--- config.mk ---
export PLATFORM = sky130hd
export DESIGN_NAME = rc4_stream_cipher_flat
export DESIGN_NICKNAME = d
export VERILOG_FILES = /design/src/design/rc4_pkg.sv /design/src/design/rc4_in_if.sv /design/src/design/rc4_out_if.sv /design/src/design/rc4_stream_cipher.sv /design/src/flat_wrapper.sv
export SDC_FILE = /design/constraint.sdc
export NUM_CORES = 2
export LEC_CHECK = 0
export BUFFER_PORTS_ARGS = -buffer_cell sky130_fd_sc_hd__buf_2
export CAP_MARGIN = 20
export CORE_AREA = 2 2 449 451
export CTS_CLUSTER_DIAMETER = 80
export DETAILED_ROUTE_END_ITERATION = 10
export DIE_AREA = 0 0 451 453
export SYNTH_ARGS = -nofsm -noshare
export SYNTH_HDL_FRONTEND = slang
export SYNTH_SLANG_ARGS = --single-unit
--- constraint.sdc ---
create_clock -name clk -period 8 [get_ports clk]
set_input_delay 0.8 -clock clk [delete_from_list [all_inputs] [get_ports clk]]
set_output_delay 0.8 -clock clk [all_outputs]
set_load 0.01 [all_outputs]
--- src/design/rc4_pkg.sv ---
// Shared constants and codes for the RC4 stream cipher.
`default_nettype none
package rc4_pkg;

  localparam int BYTE_W        = 8;
  localparam int TABLE_DEPTH   = 256;
  localparam int MAX_KEY_BYTES = 8;
  localparam int KEY_W         = 64;
  localparam int KEY_LEN_W     = 4;
  localparam int KEY_POS_W     = $clog2(MAX_KEY_BYTES);
  localparam int CFG_DATA_W    = 64;
  localparam int CFG_ADDR_W    = 4;
  localparam logic [KEY_LEN_W-1:0] KEY_LEN_RESET = KEY_LEN_W'(4);

  typedef enum logic {
    KIND_REKEY = 1'b0,
    KIND_CRYPT = 1'b1
  } kind_t;

  typedef enum logic {
    REG_KEY_BYTES  = 1'b0,
    REG_KEY_LENGTH = 1'b1
  } reg_sel_t;

endpackage
`default_nettype wire

--- src/design/rc4_in_if.sv ---
// Input item channel: operation kind, data byte and last mark.
`default_nettype none
interface rc4_in_if;
  import rc4_pkg::*;

  logic              valid;
  logic              ready;
  logic              kind;
  logic [BYTE_W-1:0] data_in;
  logic              last;

  modport source (output valid, output kind, output data_in, output last, input ready);
  modport sink   (input valid, input kind, input data_in, input last, output ready);
endinterface
`default_nettype wire

--- src/design/rc4_out_if.sv ---
// Result item channel: processed byte, key status and last mark.
`default_nettype none
interface rc4_out_if;
  import rc4_pkg::*;

  logic              valid;
  logic              ready;
  logic [BYTE_W-1:0] data_out;
  logic              key_ready;
  logic              last_out;

  modport source (output valid, output data_out, output key_ready, output last_out,
                  input ready);
  modport sink   (input valid, input data_out, input key_ready, input last_out,
                  output ready);
endinterface
`default_nettype wire

--- src/design/rc4_stream_cipher.sv ---
// RC4 stream cipher: key schedule and keystream generator over one table RAM.
//
// Usage:
//   in_ch  takes items: kind 0 rekeys from the key registers, kind 1 crypts
//          data_in with the next keystream byte. last is copied to last_out.
//   out_ch gives one item per crypt item, none per rekey item.
//   APB port: key_bytes at 0x0 (64 bits), key_length at 0x8 (1..8 bytes).
// Timing:
//   A crypt item goes through ST_CR_J, ST_CR_W1, ST_CR_W2 and ST_CR_OUT to
//   the output register; the next item is taken once back in ST_IDLE. The
//   permutation RAM has one read and one write port: read S[i], read S[j],
//   write S[i], then write S[j] with the read of S[S[i]+S[j]]. A rekey holds
//   the input for 256 fill writes, then ST_KS_RD, ST_KS_J, ST_KS_W1 and
//   ST_KS_W2 for each of 256 schedule steps, then takes the next item. A
//   crypt before the first rekey passes data through with key_ready low.
// Reset clears the indices and the keyed flag; the table holds no value
// until a rekey. While the output register holds an unaccepted item, a
// finished crypt waits in its last state and no new item is taken.
`default_nettype none
module rc4_stream_cipher (
  input  wire logic                          clk,
  input  wire logic                          rst_n,
  rc4_in_if.sink                             in_ch,
  rc4_out_if.source                          out_ch,
  input  wire logic                          psel,
  input  wire logic                          penable,
  input  wire logic                          pwrite,
  input  wire logic [rc4_pkg::CFG_ADDR_W-1:0] paddr,
  input  wire logic [rc4_pkg::CFG_DATA_W-1:0] pwdata,
  output logic      [rc4_pkg::CFG_DATA_W-1:0] prdata,
  output logic                               pready
);
  import rc4_pkg::*;

  typedef enum logic [3:0] {
    ST_IDLE,
    ST_FILL,
    ST_KS_RD,
    ST_KS_J,
    ST_KS_W1,
    ST_KS_W2,
    ST_CR_J,
    ST_CR_W1,
    ST_CR_W2,
    ST_CR_OUT,
    ST_PASS
  } state_t;

  state_t                state_r;
  logic [KEY_W-1:0]      key_bytes_r;
  logic [KEY_LEN_W-1:0]  key_length_r;
  logic                  keyed_r;
  logic [BYTE_W-1:0]     i_r;
  logic [BYTE_W-1:0]     j_r;
  logic [BYTE_W-1:0]     k_r;
  logic [KEY_POS_W-1:0]  key_pos_r;
  logic [BYTE_W-1:0]     s_a_r;
  logic [BYTE_W-1:0]     s_b_r;
  logic [BYTE_W-1:0]     t_r;
  logic [BYTE_W-1:0]     data_r;
  logic                  last_r;
  logic                  out_valid_r;
  logic [BYTE_W-1:0]     data_out_r;
  logic                  key_ready_r;
  logic                  last_out_r;

  logic [BYTE_W-1:0]     perm_mem [TABLE_DEPTH];
  logic [BYTE_W-1:0]     mem_rd_r;
  logic                  mem_re;
  logic [BYTE_W-1:0]     mem_ra;
  logic                  mem_we;
  logic [BYTE_W-1:0]     mem_wa;
  logic [BYTE_W-1:0]     mem_wd;

  logic                  in_acc;
  logic                  out_free;
  logic                  cfg_wr;
  logic [KEY_LEN_W-1:0]  key_len_eff;
  logic [KEY_LEN_W-1:0]  pos_inc;
  logic [KEY_POS_W-1:0]  key_pos_nxt;
  logic [BYTE_W-1:0]     key_byte;
  logic [BYTE_W-1:0]     ks_j_nxt;
  logic [BYTE_W-1:0]     cr_j_nxt;
  logic [BYTE_W-1:0]     keystream;

  assign in_ch.ready     = (state_r == ST_IDLE);
  assign in_acc          = in_ch.valid && (state_r == ST_IDLE);
  assign out_free        = !out_valid_r || out_ch.ready;
  assign out_ch.valid    = out_valid_r;
  assign out_ch.data_out = data_out_r;
  assign out_ch.key_ready = key_ready_r;
  assign out_ch.last_out = last_out_r;

  assign pready = 1'b1;
  assign cfg_wr = psel && penable && pwrite;
  assign prdata = (paddr[CFG_ADDR_W-1] == REG_KEY_LENGTH) ?
                  CFG_DATA_W'(key_length_r) : CFG_DATA_W'(key_bytes_r);

  always_comb begin
    if (key_length_r == '0) begin
      key_len_eff = KEY_LEN_W'(1);
    end else if (key_length_r > KEY_LEN_W'(MAX_KEY_BYTES)) begin
      key_len_eff = KEY_LEN_W'(MAX_KEY_BYTES);
    end else begin
      key_len_eff = key_length_r;
    end
  end

  assign pos_inc     = KEY_LEN_W'(key_pos_r) + KEY_LEN_W'(1);
  assign key_pos_nxt = (pos_inc >= key_len_eff) ? '0 : pos_inc[KEY_POS_W-1:0];
  assign key_byte    = key_bytes_r[key_pos_r*BYTE_W +: BYTE_W];
  assign ks_j_nxt    = j_r + mem_rd_r + key_byte;
  assign cr_j_nxt    = j_r + mem_rd_r;
  // S[j] is written in the same cycle as the final read; forward it
  assign keystream   = (t_r == j_r) ? s_a_r : mem_rd_r;

  always_comb begin
    mem_re = 1'b0;
    mem_ra = i_r + BYTE_W'(1);
    mem_we = 1'b0;
    mem_wa = k_r;
    mem_wd = k_r;
    case (state_r)
      ST_IDLE: begin
        mem_re = in_acc && (in_ch.kind == KIND_CRYPT) && keyed_r;
      end
      ST_FILL: begin
        mem_we = 1'b1;
      end
      ST_KS_RD: begin
        mem_re = 1'b1;
        mem_ra = k_r;
      end
      ST_KS_J: begin
        mem_re = 1'b1;
        mem_ra = ks_j_nxt;
      end
      ST_KS_W1: begin
        mem_we = 1'b1;
        mem_wd = mem_rd_r;
      end
      ST_KS_W2: begin
        mem_we = 1'b1;
        mem_wa = j_r;
        mem_wd = s_a_r;
      end
      ST_CR_J: begin
        mem_re = 1'b1;
        mem_ra = cr_j_nxt;
      end
      ST_CR_W1: begin
        mem_we = 1'b1;
        mem_wa = i_r;
        mem_wd = mem_rd_r;
      end
      ST_CR_W2: begin
        mem_we = 1'b1;
        mem_wa = j_r;
        mem_wd = s_a_r;
        mem_re = 1'b1;
        mem_ra = s_a_r + s_b_r;
      end
      default: begin
      end
    endcase
  end

  always_ff @(posedge clk) begin
    if (mem_we) begin
      perm_mem[mem_wa] <= mem_wd;
    end
    if (mem_re) begin
      mem_rd_r <= perm_mem[mem_ra];
    end
  end

  always_ff @(posedge clk) begin
    if (!rst_n) begin
      state_r      <= ST_IDLE;
      key_bytes_r  <= '0;
      key_length_r <= KEY_LEN_RESET;
      keyed_r      <= 1'b0;
      i_r          <= '0;
      j_r          <= '0;
      k_r          <= '0;
      key_pos_r    <= '0;
      out_valid_r  <= 1'b0;
    end else begin
      if (out_valid_r && out_ch.ready && !(state_r inside {ST_CR_OUT, ST_PASS})) begin
        out_valid_r <= 1'b0;
      end
      if (cfg_wr) begin
        if (paddr[CFG_ADDR_W-1] == REG_KEY_LENGTH) begin
          key_length_r <= pwdata[KEY_LEN_W-1:0];
        end else begin
          key_bytes_r <= pwdata[KEY_W-1:0];
        end
      end
      case (state_r)
        ST_IDLE: begin
          if (in_acc) begin
            data_r <= in_ch.data_in;
            last_r <= in_ch.last;
            if (in_ch.kind == KIND_REKEY) begin
              k_r     <= '0;
              state_r <= ST_FILL;
            end else if (keyed_r) begin
              i_r     <= i_r + BYTE_W'(1);
              state_r <= ST_CR_J;
            end else begin
              state_r <= ST_PASS;
            end
          end
        end
        ST_FILL: begin
          k_r <= k_r + BYTE_W'(1);
          if (k_r == BYTE_W'(TABLE_DEPTH - 1)) begin
            j_r       <= '0;
            key_pos_r <= '0;
            state_r   <= ST_KS_RD;
          end
        end
        ST_KS_RD: begin
          state_r <= ST_KS_J;
        end
        ST_KS_J: begin
          s_a_r   <= mem_rd_r;
          j_r     <= ks_j_nxt;
          state_r <= ST_KS_W1;
        end
        ST_KS_W1: begin
          state_r <= ST_KS_W2;
        end
        ST_KS_W2: begin
          k_r       <= k_r + BYTE_W'(1);
          key_pos_r <= key_pos_nxt;
          if (k_r == BYTE_W'(TABLE_DEPTH - 1)) begin
            keyed_r <= 1'b1;
            i_r     <= '0;
            j_r     <= '0;
            state_r <= ST_IDLE;
          end else begin
            state_r <= ST_KS_RD;
          end
        end
        ST_CR_J: begin
          s_a_r   <= mem_rd_r;
          j_r     <= cr_j_nxt;
          state_r <= ST_CR_W1;
        end
        ST_CR_W1: begin
          s_b_r   <= mem_rd_r;
          state_r <= ST_CR_W2;
        end
        ST_CR_W2: begin
          t_r     <= s_a_r + s_b_r;
          state_r <= ST_CR_OUT;
        end
        ST_CR_OUT: begin
          if (out_free) begin
            out_valid_r <= 1'b1;
            data_out_r  <= data_r ^ keystream;
            key_ready_r <= 1'b1;
            last_out_r  <= last_r;
            state_r     <= ST_IDLE;
          end else begin
            out_valid_r <= out_valid_r;
          end
        end
        ST_PASS: begin
          if (out_free) begin
            out_valid_r <= 1'b1;
            data_out_r  <= data_r;
            key_ready_r <= 1'b0;
            last_out_r  <= last_r;
            state_r     <= ST_IDLE;
          end else begin
            out_valid_r <= out_valid_r;
          end
        end
        default: begin
          state_r <= ST_IDLE;
        end
      endcase
    end
  end

endmodule
`default_nettype wire
--- src/flat_wrapper.sv ---
// flat-port wrapper written by rule: the top's interface ports become plain ports
module rc4_stream_cipher_flat import rc4_pkg::*;
  (clk, rst_n, psel, penable, pwrite, paddr, pwdata, prdata, pready, in_ch_valid, in_ch_kind, in_ch_data_in, in_ch_last, in_ch_ready, out_ch_valid, out_ch_data_out, out_ch_key_ready, out_ch_last_out, out_ch_ready);
  rc4_in_if in_ch_i ();
  rc4_out_if out_ch_i ();
  input  wire logic clk;
  input  wire logic rst_n;
  input  wire logic psel;
  input  wire logic penable;
  input  wire logic pwrite;
  input  wire logic [rc4_pkg::CFG_ADDR_W-1:0] paddr;
  input  wire logic [rc4_pkg::CFG_DATA_W-1:0] pwdata;
  output logic      [rc4_pkg::CFG_DATA_W-1:0] prdata;
  output logic pready;
  input wire logic [$bits(in_ch_i.valid)-1:0] in_ch_valid;
  input wire logic [$bits(in_ch_i.kind)-1:0] in_ch_kind;
  input wire logic [$bits(in_ch_i.data_in)-1:0] in_ch_data_in;
  input wire logic [$bits(in_ch_i.last)-1:0] in_ch_last;
  output wire logic [$bits(in_ch_i.ready)-1:0] in_ch_ready;
  output wire logic [$bits(out_ch_i.valid)-1:0] out_ch_valid;
  output wire logic [$bits(out_ch_i.data_out)-1:0] out_ch_data_out;
  output wire logic [$bits(out_ch_i.key_ready)-1:0] out_ch_key_ready;
  output wire logic [$bits(out_ch_i.last_out)-1:0] out_ch_last_out;
  input wire logic [$bits(out_ch_i.ready)-1:0] out_ch_ready;
  assign in_ch_i.valid = in_ch_valid;
  assign in_ch_i.kind = in_ch_kind;
  assign in_ch_i.data_in = in_ch_data_in;
  assign in_ch_i.last = in_ch_last;
  assign in_ch_ready = in_ch_i.ready;
  assign out_ch_valid = out_ch_i.valid;
  assign out_ch_data_out = out_ch_i.data_out;
  assign out_ch_key_ready = out_ch_i.key_ready;
  assign out_ch_last_out = out_ch_i.last_out;
  assign out_ch_i.ready = out_ch_ready;
  rc4_stream_cipher u_core (.clk(clk), .rst_n(rst_n), .in_ch(in_ch_i), .out_ch(out_ch_i), .psel(psel), .penable(penable), .pwrite(pwrite), .paddr(paddr), .pwdata(pwdata), .prdata(prdata), .pready(pready));
endmodule
# Word level (Yosys, flattened, before mapping)
# Memories as Yosys holds them, arrays and structs flattened. A register that Yosys moved wholly into a read port is not among the register bits.
# Cells that the tools add are included.
classes:
  n_addsub: 6
  magnitude_cmp: 2
  n_eq_ne: 22
  shift: 1
  mux: 38
  bitwise: 2
  n_reduce_logical: 40
op_table:
  columns: ["op", "count"]
  rows:
  - ["8-bit one-hot mux with 2 select lines", 5]
  - ["8-bit two-way mux", 9]
  - ["64-bit two-way mux", 1]
  - ["64-bit by 7-bit indexed part select with 8-bit output", 1]
  - ["4-bit one-hot mux with 10 select lines", 1]
  - ["8-bit one-hot mux with 4 select lines", 1]
  - ["4-bit two-way mux", 7]
  - ["8-bit adder", 3]
  - ["8-bit one-hot mux with 3 select lines", 1]
  - ["2-bit AND reduction", 9]
  - ["8-bit by 1-bit adder with 8-bit output (second input constant)", 2]
  - ["4-bit by 3-bit == test with 1-bit output (second input constant)", 4]
  - ["2-bit by 1-bit inequality test with 1-bit output (second input constant)", 8]
  - ["4-bit == test (second input constant)", 3]
  - ["3-bit AND reduction", 4]
  - ["2-bit nonzero test", 5]
  - ["2-bit OR reduction", 5]
  - ["4-bit by 2-bit == test with 1-bit output (second input constant)", 2]
  - ["8-bit == test", 1]
  - ["8-bit == test (second input constant)", 1]
  - ["4-bit zero test", 2]
  - ["8-bit XOR", 1]
  - ["1-bit logical AND", 7]
  - ["1-bit two-way mux", 7]
  - ["17 further kinds", 21]
word_totals:
  ff_bits: 144
  ramBits: 2048
  input_bits: 85
  mem_count: 1
memory_table:
  columns: ["memory", "depth", "word_bits", "rd", "rd_ports_with_merged_regs", "write_ports", "line_no", "text"]
  rows:
  - ["u_core.perm_mem", 256, 8, 1, 1, 1, "rc4_stream_cipher.sv:67", "logic [BYTE_W-1:0] perm_mem [TABLE_DEPTH];"]

# Depth between registers and ports, before layout
logic_depth:
  word_depth: 6
  ltp_mapped: 22
  mapped_depth_nobuf: 20

# Worst setup path after synthesis
# OpenSTA, ideal clock, no wires.
synth_path:
  kind: "register -> register"
  startpoint: "reg u_core.key_pos_r[0]"
  endpoint: "reg u_core.mem_rd_r[5], read port of u_core.perm_mem, data pin"
  arrival_ps: 5109
  required_ps: 7744
  slack_ps: 2635
  stages_incl_launch_ff: 22
  n_path_buf: 7
  path_cell_list: "dfxtp_1 > buf_4 > buf_1 > mux4_2 > mux2_2 > ha_1 > fa_1 > xor3_1 > nor2_1 > and3_2 > o31a_1 > buf_6 > buf_6 > buf_6 > buf_4 > buf_4 > nand3_1 > nand3_1 > a22oi_1 > o21ai_0 > o2111a_1 > a41o_1"
synth_between:
  elab_chain_len: 3
synth_rtl:
  columns: ["item", "line_no", "text"]
  rows:
  - ["from (decl)", "rc4_stream_cipher.sv:56", "logic [KEY_POS_W-1:0] key_pos_r;"]
  - ["from (signal assigned)", "rc4_stream_cipher.sv:236", "key_pos_r <= key_pos_nxt;"]
  - ["64-bit by 7-bit indexed part select with 8-bit output", "rc4_stream_cipher.sv:111", "assign key_byte = key_bytes_r[key_pos_r*BYTE_W +: BYTE_W];"]
  - ["8-bit adder", "rc4_stream_cipher.sv:112", "assign ks_j_nxt = j_r + mem_rd_r + key_byte;"]
  - ["8-bit one-hot mux with 4 select lines", "rc4_stream_cipher.sv:123", "case (state_r)"]
  - ["to (decl)", "rc4_stream_cipher.sv:68", "logic [BYTE_W-1:0] mem_rd_r;"]
# Every way passes these cells.
# A chain may end at the register's enable or synchronous reset.

# Final worst setup path
layout_path:
  startpoint: "reg u_core.key_pos_r[0]"
  endpoint: "reg u_core.mem_rd_r[1], read port of u_core.perm_mem, data pin"
# Same word-level chain as after synthesis.

==> metrics.txt <==
outcome finished, final reports clean; DP HPWL ~150000 µm; internal power between 20 and 25 mW; Max stage delay cell, worst path a41oi_1; RR Endpoint u_core.mem_rd_r[1]; grt ovf 0; Cell Count, Final, Fillers Out 9118; cts hold-fix bufs 0; Post-synth ARST share 0%; worst-path cell chain buf_4 -> mux4_2 -> mux2_2 -> ha_1 -> fa_1 -> mux2i_1 -> nor3_1 -> a221oi_4 -> buf_4 -> nand2_4 -> buf_12 -> buf_4 -> o22ai_1 -> or3_1 -> nand4_1 -> a41oi_1 -> a41o_1; crit-path leading delay family compound AO/OA/AOI/OAI gates; Pleak between 30 and 40 nW; dpl cells slightly below 9000; top achievable clock speed about 150 MHz; Final GP Congestion slightly below 0.9; number of synthesized flops with an enable pin ~2100; Worst path most repeated cell buf_4; Worst Skew roughly 46 ps; vias per cell around 6; post-CTS sizing 0; Max-Cap Viols 0; Synth warnings 0; synthesized flop and latch total between 2000 and 2500; Area contributors post-synth edfxtp_1, mux2i_1, nand2_1; mapped cell area 0.08931 mm²; crit start category flop; Clk pwr share roughly 28%; CP peak stage delay about 730 ps; Synth Area per Inst 14.44 µm²; final slew viol count 0; Routed wire per std cell 27.12 µm; Synth cell types 100; Worst Setup Path Type reg -> reg; largest area contributor in the netlist edfxtp_1; Setup violations, final 0; Die ar. ~0.20 mm²; Area Growth Syn to Fin 12.30%; initial core utilization 44.82%; Final Hold Violating Endpoints 0; Rel. slew slack about 17%; vias in the first global route 52600; core area 0.1992 mm²; most frequent cells in the layout edfxtp_1, nand2_1, nand3_1, mux2i_1, nor2_1; Total GRT Usage approximately a quarter; clk sinks 2200; clock buffer count from CTS around 220; setup TNS 0 ps; final hold slack roughly 110 ps; r2r setup slk between 1000 and 1500 ps; hold path startpoint in_ch_data_in[0]; Worst Setup End Kind flop; IO Pins 162; Finished Core Util roughly 50%; first drt pass iteration count 6; CTS tree done; total chip power 38.09 mW; Flop pwr share between 30% and 40%; RR Startpoint u_core.key_pos_r[0]; crit path max fanout 48; Remaining DRCs 0; sequential-to-total area share from yosys stat 72.84%; final period utilization a little under nine tenths; setup repair bufs after CTS 0; final wirelength between 200000 and 250000 µm; clock network latency to the later pin of the worst-skew pair around 870 ps; Bufs and invs on worst path 4; Comb power frac a little over a third; Critical Path AT between 7000 and 8000 ps; hold path cells 1; fin crit period 6865 ps; largest net degree at the start of global routing 172; worst slew pin tran about 1200 ps; root buffer cell clkbuf_16; worst hold path type in -> reg; Hold EP u_core.data_r[0]; initial antenna violation count 7; Final nets 6382; Vias approximately 55000; Antenna Nets Post-Route 0; share of cells above drive strength 1 11.09%; first-pass GRT wire length 359200 µm; syn_nets between 6000 and 7000; most common cell after layout, fill and taps aside edfxtp_1; post-synth top area share about 71%; VDD IR max between 0.6 and 0.7 mV; clk slew on worst S/H paths about 60 ps; H-tree depth 4; Max clock buf depth 3; Site Rows approximately 160; die height 453 µm; Buffers on Ports roughly 160; Net Sw Frac a little under two fifths; Filler Cell Count around 17000; Die Span X ~450 µm; RSZ-0062 raised after global routing false; worst path required time roughly 8700 ps; DR iter-0 viols 6293; power density over the cells approximately 380 mW/mm²; Post-Synthesis Cells about 6200; worst r2r path cells 17; NetSw between 10 and 15 mW; predominant post-synthesis flop cell edfxtp_1
[synthesized netlist by cell type (43+ instances only)]
master,count
buf_2,138
nand2_1,712
nand3_1,444
dfxtp_1,101
a21boi_0,72
a31oi_1,73
and2_1,47
nor2b_1,82
nor2_1,373
a211oi_1,45
edfxtp_1,2099
a21oi_1,182
clkbuf_1,215
buf_4,43
o211ai_1,46
o22ai_1,171
mux2i_1,414
o221ai_1,221
o21ai_0,96
nor3_1,61
[state kept, by name, summed over array words and instances (netlist names)]
name	count
u_core.out_ch.last_out	1
u_core.s_a_r	8
u_core.s_b_r	8
u_core.out_ch.key_ready	1
u_core.j_r	8
u_core.key_pos_r	3
u_core.out_ch.data_out	8
u_core.last_r	1
u_core.key_length_r	4
u_core.data_r	8
u_core.keyed_r	1
u_core.t_r	8
u_core.state_r	4
u_core.k_r	8
u_core.i_r	8
u_core.out_ch.valid	1
u_core.key_bytes_r	64
u_core.mem_rd_r	8
u_core.perm_mem	2048
[power by group through the flow]
stage                     Combinational, mW  Clock [mW]  Sequential (mW)
after floorplan                        8.29           0             14.4
after global placement                 13.3           0             14.3
after detailed placement               13.4           0             14.3
after CTS                              13.4        10.7             14.0
after global routing                   14.3        11.1             14.0
final                                  13.6        10.5             14.0
[layout make-up]
cell class	instances	area, µm²	share of cell area, %
antenna	5	12.51	0.01248
clock buffer	268	5768	5.751
clock inverter	147	1618	1.613
inverter	21	138.9	0.1385
multi-input combinational	3522	22240	22.17
sequential	2200	65050	64.86
tap	2656	3323	3.314
timing repair buffer	299	2142	2.136
[worst max-delay path by stage]
stage	startpoint	end	depth (start not counted)
CTS	u_core.key_pos_r[0]	u_core.mem_rd_r[5]	17
floorplan	u_core.key_pos_r[0]	u_core.mem_rd_r[5]	21
global route	u_core.key_pos_r[0]	u_core.mem_rd_r[1]	17
detailed placement	u_core.key_pos_r[0]	u_core.mem_rd_r[5]	17
finish	u_core.key_pos_r[0]	u_core.mem_rd_r[1]	17
global placement	u_core.key_pos_r[0]	u_core.mem_rd_r[5]	17
[logic make-up after synthesis]
kind of cell               Yosys count  synth area share, %
adders and majority gates           31               0.4595
muxes                              449                5.371
xor gates and xnor gates            49               0.4973
and+or+nand+nor                   1881                9.556
DFF                               2200                72.84
AOI/OAI and AO/OA                 1111                8.837
buffers and inverters              464                2.434
other                                1             0.004199
[stage by stage]
step                      instance area, µm²  setup slack [ps]
after global placement                 92820              1312
after floorplan                        89310              2635
after detailed placement               92820              1286
after global routing                  100300              1117
final                                 100300              1135
after CTS                             100200              1226
[per-layer routing]
layer  vias to the layer above  global-route usage [%]  wire (µm)
met5                         -                       0         22
met4                         4                   8.602       8527
met3                       425                   4.471      19500
met2                      2234                   37.48     116500
met1                     27650                   32.61     102800
li1                      24190                       -          -
[worst register-to-register path: stages, from the launching register on]
cell and delay [ps]:
dfxtp_1 330, buf_4 230, mux4_2 540, mux2_2 320
ha_1 250, fa_1 570, mux2i_1 170, nor3_1 120
a221oi_4 680, buf_4 520, nand2_4 550, buf_12 410
buf_4 220, o22ai_1 220, or3_1 220, nand4_1 330
a41oi_1 730, a41o_1 250
No activity file was read; power rests on OpenSTA's default activity.
